[src/rtl/sae_pkg.sv]
package sae_pkg;

	typedef enum logic [1:0] {
		CMD_INSERT,
		CMD_DELETE,
		CMD_SEARCH,
		CMD_READ
	} cmd_t;

	typedef enum logic [1:0] {
		ST_OK,
		ST_FULL,
		ST_BAD_INDEX,
		ST_NOT_FOUND
	} status_t;

	typedef enum logic [1:0] {
		S_IDLE,
		S_EXEC,
		S_SEARCH
	} state_t;

	typedef struct packed {
		cmd_t               cmd;
		logic signed [31:0] item_value;
		logic [5:0]         position;
	} req_t;

	typedef struct packed {
		status_t            status;
		logic signed [31:0] data_out;
		logic [5:0]         found_at;
		logic [6:0]         fill_count;
	} rsp_t;

	// broadcast from the controller to every cell
	typedef struct packed {
		logic               ins_en;
		logic               del_en;
		logic               cmp_en;
		logic signed [31:0] key;
		logic [5:0]         pos;
	} bcast_t;

endpackage

[src/rtl/sae_cell.sv]
module sae_cell #(
	parameter int INDEX = 0,
	parameter int CNT_W = 7
) (
	input  logic                clk,
	input  sae_pkg::bcast_t     bc,
	input  logic [CNT_W-1:0]    count,
	input  logic signed [31:0]  left_val,
	input  logic                left_gtv,
	input  logic signed [31:0]  right_val,
	output logic signed [31:0]  val,
	output logic                gtv,
	output logic                eq,
	output logic                lt,
	output logic signed [31:0]  sel_val,
	output logic                ins_here
);

	localparam logic [31:0] IDX = 32'(INDEX);

	logic signed [31:0] val_q;
	logic               eq_q;
	logic               lt_q;
	logic [31:0]        cnt32;
	logic [31:0]        pos32;
	logic               take_left;
	logic               take_key;
	logic               take_right;

	assign cnt32 = 32'(count);
	assign pos32 = 32'(bc.pos);

	// entry is live and larger than the key: it moves up on insert
	assign gtv = (val_q > bc.key) && (IDX < cnt32);

	assign take_left  = bc.ins_en && left_gtv;
	assign take_key   = bc.ins_en && !left_gtv && (IDX <= cnt32) && ((IDX == cnt32) || gtv);
	assign take_right = bc.del_en && (IDX >= pos32) && ((IDX + 32'd1) < cnt32);

	assign ins_here = take_key;
	assign sel_val  = (IDX == pos32) ? val_q : 32'sd0;
	assign val      = val_q;
	assign eq       = eq_q;
	assign lt       = lt_q;

	always_ff @(posedge clk) begin
		if (take_left) begin
			val_q <= left_val;
		end else if (take_key) begin
			val_q <= bc.key;
		end else if (take_right) begin
			val_q <= right_val;
		end
		if (bc.cmp_en) begin
			eq_q <= (val_q == bc.key);
			lt_q <= (bc.key < val_q);
		end
	end

endmodule

[config.mk]
export PLATFORM = sky130hd
export DESIGN_NAME = sae_cell
export DESIGN_NICKNAME = d
export VERILOG_FILES = /design/src/rtl/sae_pkg.sv /design/src/rtl/sae_cell.sv
export SDC_FILE = /design/constraint.sdc
export NUM_CORES = 1
export LEC_CHECK = 0
export ABC_AREA = 1
export BUFFER_PORTS_ARGS = -buffer_cell sky130_fd_sc_hd__buf_2
export CELL_PAD_IN_SITES_DETAIL_PLACEMENT = 1
export CELL_PAD_IN_SITES_GLOBAL_PLACEMENT = 2
export CORE_ASPECT_RATIO = 1.5
export CORE_MARGIN = 2
export CORE_UTILIZATION = 22
export CTS_BUF_LIST = sky130_fd_sc_hd__clkbuf_4
export CTS_CLUSTER_SIZE = 8
export DETAILED_ROUTE_END_ITERATION = 12
export PLACE_DENSITY = 0.91
export SYNTH_ARGS = -nofsm -noshare
export SYNTH_HDL_FRONTEND = slang
export SYNTH_SLANG_ARGS = --single-unit
[constraint.sdc]
create_clock -name clk -period 4.5 [get_ports clk]
set_input_delay 1.125 -clock clk [delete_from_list [all_inputs] [get_ports clk]]
set_output_delay 1.125 -clock clk [all_outputs]
set_load 0.005 [all_outputs]
### Word-level counts from Yosys, hierarchy flattened

Cells that the tools add are included.

| operators by class | value |
|---|---|
| order comparisons | 6 |
| eq/ne operators | 1 |
| muxes and demuxes | 4 |
| reduce and logical (&&, ||, !) cells | 12 |

Operators by type and width:

| cell | count |
|---|---|
| two-way mux 32 bit | 4 |
| zero test 32 bit | 2 |
| equality test 32 bit | 1 |
| > comparator 32 bit | 1 |
| < comparator 32 bit | 1 |
| < comparator 1 x 7 -> 1 bit, first input constant | 2 |
| <= comparator 1 x 7 -> 1 bit, first input constant | 1 |
| logical AND 1 bit | 7 |
| greater-or-equal comparator 1 x 6 -> 1 bit, first input constant | 1 |
| nonzero test 3 bit | 1 |
| zero test 1 bit | 1 |
| logical OR 1 bit | 1 |

| word-level totals | value |
|---|---|
| flip-flop bits (word level) | 34 |
| word-level logic and storage cells | 26 |

### Depth between registers and ports, before layout

Gate-level depths: netlist of run 1.

| logic depth | value |
|---|---|
| depth after elaboration | 6 |
| mapped depth | 20 |
| mapped depth without buffers | 19 |

### Worst setup path after synthesis of run 1

Ideal clock, no wire load.

| timing | value |
|---|---|
| kind | input -> register |
| from | input bc[37] in the netlist's numbering |
| to | register val_q[0], in the netlist val[0] (enable) |
| arrival time | 3.210 ns |
| data required time | 3.939 ns |
| slack | 0.729 ns |
| stages | 11 |
| path through | ha_1 > nand2_1 > nor2_1 > nand2_1 > nor4_2 > nand2_1 > nand3_1 > nand3_4 > nand2_4 > buf_6 > nand3_1 |

| between the ends | value |
|---|---|
| word-level cells in the longest chain between the ends | 5 |

RTL lines:

| item | line | RTL |
|---|---|---|
| from (decl) | sae_cell.sv:6 | `input sae_pkg::bcast_t bc,` |
| > comparator 32 bit | sae_cell.sv:34 | `assign gtv = (val_q > bc.key) && (IDX < cnt32);` |
| logical AND 1 bit | sae_cell.sv:34 |  |
| logical OR 1 bit | sae_cell.sv:37 | `assign take_key = bc.ins_en && !left_gtv && (IDX <= cnt32) && ((IDX == cnt32) \|\| gtv);` |
| logical AND 1 bit | sae_cell.sv:37 |  |
| nonzero test 3 bit (no source line) | - |  |
| to (signal assigned) | sae_cell.sv:48 | `val_q <= left_val;` |
| to (signal assigned) | sae_cell.sv:50 | `val_q <= bc.key;` |
| to (signal assigned) | sae_cell.sv:52 | `val_q <= right_val;` |
| to (decl) | sae_cell.sv:21 | `logic signed [31:0] val_q;` |

Every way passes these cells.
A chain may end at the register's enable or synchronous reset.

### Final worst setup path of run 1

| timing | value |
|---|---|
| from | input bc[37] in the netlist's numbering |
| to | output ins_here |

| between the ends | value |
|---|---|
| word-level cells in the longest chain between the ends | 4 |

RTL lines:

| item | line | RTL |
|---|---|---|
| > comparator 32 bit | sae_cell.sv:34 |  |
| logical AND 1 bit | sae_cell.sv:34 |  |
| logical OR 1 bit | sae_cell.sv:37 |  |
| logical AND 1 bit | sae_cell.sv:37 |  |
| to (decl) | sae_cell.sv:16 | `output logic ins_here` |

Every way passes these cells.

==> impl_metrics.ini, run 1 <==
[floorplan]
boundaryPins = 182
start_util_pct = 22.52
die_area_um2 = 14830
core_area_um2 = 13530
core.rowCount = 52
die_w_um = 100.1
die_h_um = 148.2

[clock_tree]
cts-root-buf = clkbuf_4
cts_tree = done
numCtsBuffers = 5
cts_setup_buffers = 0
clock_latency_ns = 0.36
post_cts_resized = 0
clk_path_buf_depth = 2
ctsHoldBuffers = 0
clock_sinks = 34
path_clk_slew_ns = 0.12
cts_htree_levels = 2

[min_path]
hold_path.startpoint = bc[38]
hold_class = in -> reg

[job]
drv_cap = 0

[timing]
fin_worst_hold_slack_ns = 0.9881
fin_skew_ns = 0.01432
setup_slack_ns = 0.3819
hold_violations = 0
fin_crit_ns = 4.118
worst_pin_slew_ns = 1.215
fmax_mhz = 242.8
finalSetupViolCount = 0
rsz0062_at_grt = false
finalSetupTns_ns = 0
finalCritPeriodShare_pct = 91.51
drv_slew = 0
max_slew_margin_pct = 19.00

[critical_path]
worstSetupPathType = in -> out
cp.required_ns = 3.38
slowest_delay_ns = 0.34
end_kind = output port
r2r-start = val[31]
cp.buffers_inverters = 3
crit_slowest_cell = ha_1
path_cells = buf_2 > ha_1 > nand2_1 > nor2_1 > nand2_1 > nor4_2 > nand2_1 > nand2_1 > nand2_2 > nand3_4 > nand2_4 > inv_2 > buf_2
cp_max_fo = 8
cp.arrival_ns = 2.99
crit_top_cell = nand2_1
worstSetupStartpointType = input port
crit_family = simple AND/OR/NAND/NOR gates
crit_path_start = bc[37]

[global_routing]
grt_max_degree = 34
antenna_found_initial = 1
grt_first_pass_wirelength_mm = 19.64
grt_pass1_vias = 3877
grt_usage_pct = 17.18
overflow = 0

[yosys]
ys.warnings.count = 0
ys_seq_area_share_pct = 33.50
syn_avg_cell_area_um2 = 6.819
ys_ff_latch = 34
synthCells = 447
synthesis.area_um2 = 3048
syn_nets = 593
synth_cell_types = 24

[placed_design]
portBuffers = 181
gp_congestion = 0.7773
place_ws_ns = 0.2703
hpwl_mm = 9.899

[power_and_ir_drop]
power_uw = 968.3
p_leak_nw = 2.548
peakVddDrop_mv = 0.07833
power_density_nw_per_um2 = 231.6

[cells_and_area]
drive_gt1_share_pct = 32.27
regArea_um2 = 1021
finalNetCount = 772
fin_util_pct = 30.90
synthToLayoutAreaGrowth_pct = 37.19
nFillCells = 1824
multi_input_area_um2 = 1589

[drt]
via_per_inst = 4.532
dr.pass1.iters = 4
antenna_left = 0
drc_errors = 0
wl_mm = 12.74
drt-initial-drc-count = 61
via_count = 3576
post_drt_wl_per_cell_um = 16.15

[outcome]
status = complete, no violations
==> Yosys cell counts <==
master / n / area share (%)
a21o_1: 1 / 0.25
a21oi_1: 15 / 2.5
and3_1: 1 / 0.21
and3b_1: 1 / 0.29
buf_2: 2 / 0.33
buf_6: 3 / 1.1
clkbuf_1: 11 / 1.4
edfxtp_1: 34 / 33
ha_1: 32 / 13
inv_1: 95 / 12
inv_2: 1 / 0.12
nand2_1: 125 / 15
nand2_2: 1 / 0.21
nand2_4: 1 / 0.37
nand3_1: 69 / 11
nand3_4: 1 / 0.57
nand4_1: 2 / 0.41
nor2_1: 44 / 5.4
nor3_1: 1 / 0.16
nor3b_1: 1 / 0.25
nor4_1: 1 / 0.21
nor4_2: 1 / 0.41
o21a_1: 2 / 0.49
o21ai_0: 2 / 0.33
==> sequential cells by signal (all words and copies together) (netlist names) <==
| signal | flops |
|---|---|
| val | 32 |
| lt | 1 |
| eq | 1 |
==> metal layers <==
metal  global-route usage [%]  routed length (um)  vias to the layer above
li1                         -                   -                     1759
met1                    18.10                4849                     1706
met2                    34.63                7259                       97
met3                    1.786                 427                       14
met4                    5.479                 206                        0
met5                        0                   0                        -
==> worst paths after layout <==
path,slack (ns),cells past startpoint,to
max,0.38,13,ins_here
min,0.99,1,lt
max reg2reg,1.52,13,val[15]
min reg2reg,1.07,3,eq
==> cell usage in the layout (no fill, tap or decap) <==
cell	n
a21o_1	1
a21oi_1	15
and3_1	1
and3b_1	1
buf_2	181
buf_4	7
clkbuf_4	5
clkinv_2	2
diode_2	1
edfxtp_1	34
ha_1	32
inv_1	95
inv_2	1
nand2_1	125
nand2_2	1
nand2_4	1
nand3_1	68
nand3_2	1
nand3_4	1
nand4_1	2
nor2_1	43
nor2_2	1
nor3_1	1
nor3b_1	1
nor4_1	1
nor4_2	1
o21a_1	2
o21ai_0	2
==> kinds of logic after synthesis <==
| group | after synthesis | synth area share, % |
|---|---|---|
| AND/OR/NAND/NOR | 249 | 35.22 |
| buffers and inverters | 112 | 14.61 |
| flip-flops | 34 | 33.50 |
| adder cells (fa/ha/maj) | 32 | 13.14 |
| AO/OA/AOI/OAI | 20 | 3.530 |
==> stage by stage <==
step	std cells	area [um2]
after floorplan	447	3048
after global placement	781	4131
after detailed placement	781	4131
after CTS	788	4179
after global routing	789	4182
final	789	4182
==> final cells by class <==
type / instances / area share (%)
Multi-Input combinational cell: 301 / 38.00
Clock inverter: 2 / 0.2394
Inverter: 96 / 8.618
Clock buffer: 5 / 0.8977
Sequential cell: 34 / 24.42
Tap cell: 162 / 4.847
Timing Repair Buffer: 188 / 22.92
Antenna cell: 1 / 0.05984
==> where the power goes <==
part	internal, mW	switching (mW)	leakage [nW]
sequential	0.396	0.0168	0.327
combinational	0.146	0.225	2.19
clock	0.0564	0.129	0.0308
total	0.598	0.371	2.55
No activity file was read; power rests on OpenSTA's default activity.
==> run 2, diff against run 1 <==
==> constraint.sdc (replaced) <==
create_clock -name clk -period 4.4 [get_ports clk]
set_input_delay 1.1 -clock clk [delete_from_list [all_inputs] [get_ports clk]]
set_output_delay 1.1 -clock clk [all_outputs]
set_load 0.005 [all_outputs]
==> run 2 against run 1 <==
- combinational power rose by 1%
- largest cell class unchanged
- sequential share of layout area down 0.12 points
- worst setup slack improved by 0.089 ns
- power increased by 3.0%
- sequential power is 2% higher
- via count fell by 0.59%
- final cell count up 0.38%
- critical path type unchanged
==> impl_metrics.ini, run 2 (same netlist as run 1, synthesis figures left out) <==
[outcome]
status = complete, no violations

[timing]
finalSetupTns_ns = 0
max_slew_margin_pct = 70.44
hold_violations = 0
fin_crit_ns = 3.929
finalSetupViolCount = 0
rsz0062_at_grt = false
fmax_mhz = 254.5
fin_skew_ns = 0.01428
worst_pin_slew_ns = 0.4434
finalCritPeriodShare_pct = 89.31
drv_slew = 0

[critical_path]
end_kind = output port
crit_path_start = bc[37]
crit_slowest_cell = ha_1
crit_top_cell = nand2_1
cp_max_fo = 8
cp.buffers_inverters = 3
cp.arrival_ns = 2.83
r2r-start = val[31]
cp.required_ns = 3.30
worstSetupStartpointType = input port
worstSetupPathType = in -> out
crit_family = simple AND/OR/NAND/NOR gates
slowest_delay_ns = 0.34
path_cells = buf_2 > ha_1 > nand2_1 > nor2_1 > nand2_1 > nor4_2 > nand2_1 > nand2_1 > nand2_2 > nand3_4 > nand2_4 > inv_2 > buf_2

[drt]
route.top_layer_used = met4
drc_errors = 0
dr_wl_met3_um = 358
dr.pass1.iters = 4
post_drt_wl_per_cell_um = 15.71
wl_mm = 12.44
antenna_left = 0
via_per_inst = 4.489
m1WireLength_mm = 4.482
via_count = 3555
drt-initial-drc-count = 79
wl_met2_mm = 7.375

[clock_tree]
cts-root-buf = clkbuf_4
clock_latency_ns = 0.37
cts_tree = done
ctsHoldBuffers = 0
post_cts_resized = 0
numCtsBuffers = 5
clock_sinks = 34
cts_htree_levels = 2
path_clk_slew_ns = 0.12
clk_path_buf_depth = 2
cts_setup_buffers = 0

[power_and_ir_drop]
peakVddDrop_mv = 0.08204
p_seq_share_pct = 42.2
p_leak_nw = 2.559
switching_share_pct = 37.84
power_switching_uw = 377.4
clkPwrFrac_pct = 20.1
power_density_nw_per_um2 = 237.3
p_int_uw = 619.9
combPwrFrac_pct = 37.6

[cells_and_area]
final_cell_mix = buf_2, nand2_1, inv_1, nand3_1, nor2_1
largest_reg_flops = 32
regArea_um2 = 1021
stdcell_count = 792
synthToLayoutAreaGrowth_pct = 37.89
final_common_cell = buf_2
fin_area_um2 = 4203
finalNetCount = 774
nFillCells = 1796
multi_input_area_um2 = 1589
fin_util_pct = 31.06
drive_gt1_share_pct = 32.43

[global_routing]
grt_first_pass_wirelength_mm = 18.90
overflow = 0
grt_usage_pct = 16.62
grt_pass1_vias = 3810
antenna_found_initial = 1
grt_max_degree = 34

[placed_design]
place_area_um2 = 4146
portBuffers = 181
placed_cells = 783
gp_congestion = 0.7885
hpwl_mm = 9.881

[floorplan]
die_h_um = 148.2
core.rowCount = 52
start_util_pct = 22.52
core_area_um2 = 13530
die_area_um2 = 14830
die_w_um = 100.1
boundaryPins = 182

[job]
drv_cap = 0

[min_path]
hold_class = in -> reg
hold_path.startpoint = bc[38]
run 2: cell count changes in the layout (fill, tap and decap cells not counted):
cell	delta
buf_4	+2
clkbuf_4	+1
clkinv_1	+1
clkinv_2	-1
run 2: power by group through the flow:
| stage | clock (mW) | sequential (mW) | combinational (mW) |
|---|---|---|---|
| 6_report | 0.201 | 0.421 | 0.375 |
| 3_3_place_gp | 0 | 0.429 | 0.372 |
| 2_1_floorplan | 0 | 0.432 | 0.206 |
| 4_1_cts | 0.209 | 0.422 | 0.385 |
| 3_5_place_dp | 0 | 0.430 | 0.383 |
| 5_1_grt | 0.216 | 0.425 | 0.431 |
run 2: worst register-to-register path: cells and delay by family, from the launching register on:
| family | cells | cell delay [ns] |
|---|---|---|
| adder cells (fa/ha/maj) | 1 | 0.34 |
| AND/OR/NAND/NOR | 9 | 1.15 |
| buffers and inverters | 3 | 0.69 |
| flip-flops | 1 | 0.36 |
run 2: cell type report:
cell class,count,share of cell area [%]
well taps,162,4.823
repair buffers,190,23.16
clock inverters,2,0.2084
diodes,1,0.05954
clock buffers,6,1.072
inverters,96,8.574
multi-input cells,301,37.81
flip-flops and latches,34,24.29
run 2: final timing paths:
| path | slack, ns | end | depth (start not counted) |
|---|---|---|---|
| worst max register to register | 1.59 | val[12] | 13 |
| worst max-delay path | 0.47 | ins_here | 13 |
| worst min-delay path | 0.97 | lt | 1 |
| worst min register to register | 1.06 | eq | 3 |
run 2: per-stage QoR:
stage	worst slack [ns]	hold WS (ns)	total power, mW
2_1_floorplan	0.6536	0.8567	0.6373
3_3_place_gp	0.4731	1.041	0.8007
3_5_place_dp	0.3953	1.052	0.8130
4_1_cts	0.3900	0.9533	1.016
5_1_grt	0.2287	0.9546	1.072
6_report	0.4706	0.9683	0.9973
run 2: per-layer routing:
| layer | GRT usage, % | vias up |
|---|---|---|
| met2 | 34.80 | 90 |
| met5 | 0 | - |
| met3 | 1.410 | 15 |
| li1 | - | 1767 |
| met4 | 5.137 | 0 |
| met1 | 16.65 | 1683 |
==> run 3, diff against run 2 <==
--- a/config.mk
+++ b/config.mk
@@ -12,7 +12,6 @@
 export CORE_ASPECT_RATIO = 1.5
 export CORE_MARGIN = 2
 export CORE_UTILIZATION = 22
-export CTS_BUF_LIST = sky130_fd_sc_hd__clkbuf_4
 export CTS_CLUSTER_SIZE = 8
 export DETAILED_ROUTE_END_ITERATION = 12
 export PLACE_DENSITY = 0.91
==> run 3 against run 2 <==
- combinational power hardly changed
- worst setup slack worse by 0.0080 ns
- hold slack improved by 0.060 ns
- clock-buffer cell count unchanged
- clock skew shrank 0.0059 ns
- register-to-register slack better by 0.03 ns
- via count decreased by 0.25%
- clock power rose by 77%
- first-iteration DRC count is 7.6% higher
- non-clock buffer count is the same
- fmax down 0.20%
- largest power group unchanged
- highest routed layer unchanged
==> impl_metrics.ini, run 3 (same netlist as run 1, synthesis figures left out) <==
[global_routing]
grt_usage_pct = 16.59
grt_first_pass_wirelength_mm = 18.92
grt_pass1_vias = 3815
overflow = 0
grt_max_degree = 34
antenna_found_initial = 0

[drt]
wl_met2_mm = 7.383
drt-initial-drc-count = 85
post_drt_wl_per_cell_um = 15.69
dr_wl_met3_um = 345
wl_mm = 12.41
via_per_inst = 4.483
drc_errors = 0
route.top_layer_used = met4
antenna_left = 0
m1WireLength_mm = 4.477
via_count = 3546
dr.pass1.iters = 4

[clock_tree]
ctsHoldBuffers = 0
numCtsBuffers = 5
post_cts_resized = 0
cts_setup_buffers = 0
cts-root-buf = clkbuf_16
cts_htree_levels = 2
cts_tree = done
path_clk_slew_ns = 0.05
clock_latency_ns = 0.28
clk_path_buf_depth = 2
clock_sinks = 34

[floorplan]
die_area_um2 = 14830
die_h_um = 148.2
boundaryPins = 182
core.rowCount = 52
start_util_pct = 22.52
die_w_um = 100.1
core_area_um2 = 13530

[power_and_ir_drop]
peakVddDrop_mv = 0.1183
p_leak_nw = 2.595
power_mw = 1.153
power_density_nw_per_um2 = 269.0

[timing]
fmax_mhz = 254.0
fin_skew_ns = 0.008404
drv_slew = 0
hold_violations = 0
setup_slack_ns = 0.4625
max_slew_margin_pct = 71.07
fin_crit_ns = 3.937
finalSetupTns_ns = 0
rsz0062_at_grt = false
finalSetupViolCount = 0
finalCritPeriodShare_pct = 89.49
worst_pin_slew_ns = 0.4340
fin_worst_hold_slack_ns = 1.029

[cells_and_area]
final_cell_mix = buf_2, nand2_1, inv_1, nand3_1, nor2_1
final_common_cell = buf_2
largest_reg_flops = 32
synthToLayoutAreaGrowth_pct = 40.56
finalNetCount = 774
diodes = 0
drive_gt1_share_pct = 32.27

[placed_design]
gp_congestion = 0.7885
hpwl_mm = 9.881
place_ws_ns = 0.3953
portBuffers = 181

[critical_path]
cp_max_fo = 8
path_cells = buf_2 > ha_1 > nand2_1 > nor2_1 > nand2_1 > nor4_2 > nand2_1 > nand2_1 > nand2_2 > nand3_4 > nand2_4 > inv_2 > buf_2
crit_slowest_cell = ha_1
cp.arrival_ns = 2.84
crit_top_cell = nand2_1
r2r_cells = 13
slowest_delay_ns = 0.34
worstSetupPathType = in -> out
worstSetupStartpointType = input port
end_kind = output port
cp.required_ns = 3.30

[outcome]
status = complete, no violations

[min_path]
worstHoldPathCells = 3
hold_class = reg -> reg

[job]
drv_cap = 0
## run 3: layout make-up
class / count / area (um2)
fill: 1789 / 9249
multi-input combinational: 301 / 1589
sequential: 34 / 1021
timing repair buffer: 190 / 973.4
inverter: 96 / 360.3
tap: 162 / 202.7
clock buffer: 6 / 128.9
clock inverter: 2 / 8.758
## run 3: power by group
| group | internal (mW) | switching (mW) | total, mW |
|---|---|---|---|
| sequential | 0.405 | 0.0167 | 0.422 |
| clock | 0.208 | 0.148 | 0.355 |
| combinational | 0.149 | 0.226 | 0.375 |
## run 3: worst paths after layout
| check | startpoint | end | slack [ns] |
|---|---|---|---|
| max reg2reg | val[31] | val[6] | 1.62 |
| min | val[0] | eq | 1.03 |
| min reg2reg | val[0] | eq | 1.03 |
| max | bc[37] | ins_here | 0.46 |
## run 3: worst max-delay path, delay by kind of cell
family        cells  cell delay [ns]
fa+ha+maj         1             0.34
buf+inv           3             0.43
simple gates      9             0.96
## run 3: per-stage QoR
step | util [%] | std cells | instance area, um2
after global placement | 30.64 | 783 | 4146
final | 31.66 | 791 | 4284
after floorplan | - | 447 | 3048
after detailed placement | 30.64 | 783 | 4146
after global routing | 31.66 | 791 | 4284
after CTS | 31.66 | 791 | 4284
## run 3: metal layers
metal | vias to the layer above | GRT usage (%)
li1 | 1765 | -
met1 | 1679 | 16.79
met2 | 88 | 34.70
met3 | 14 | 1.551
met4 | 0 | 4.589
met5 | - | 0
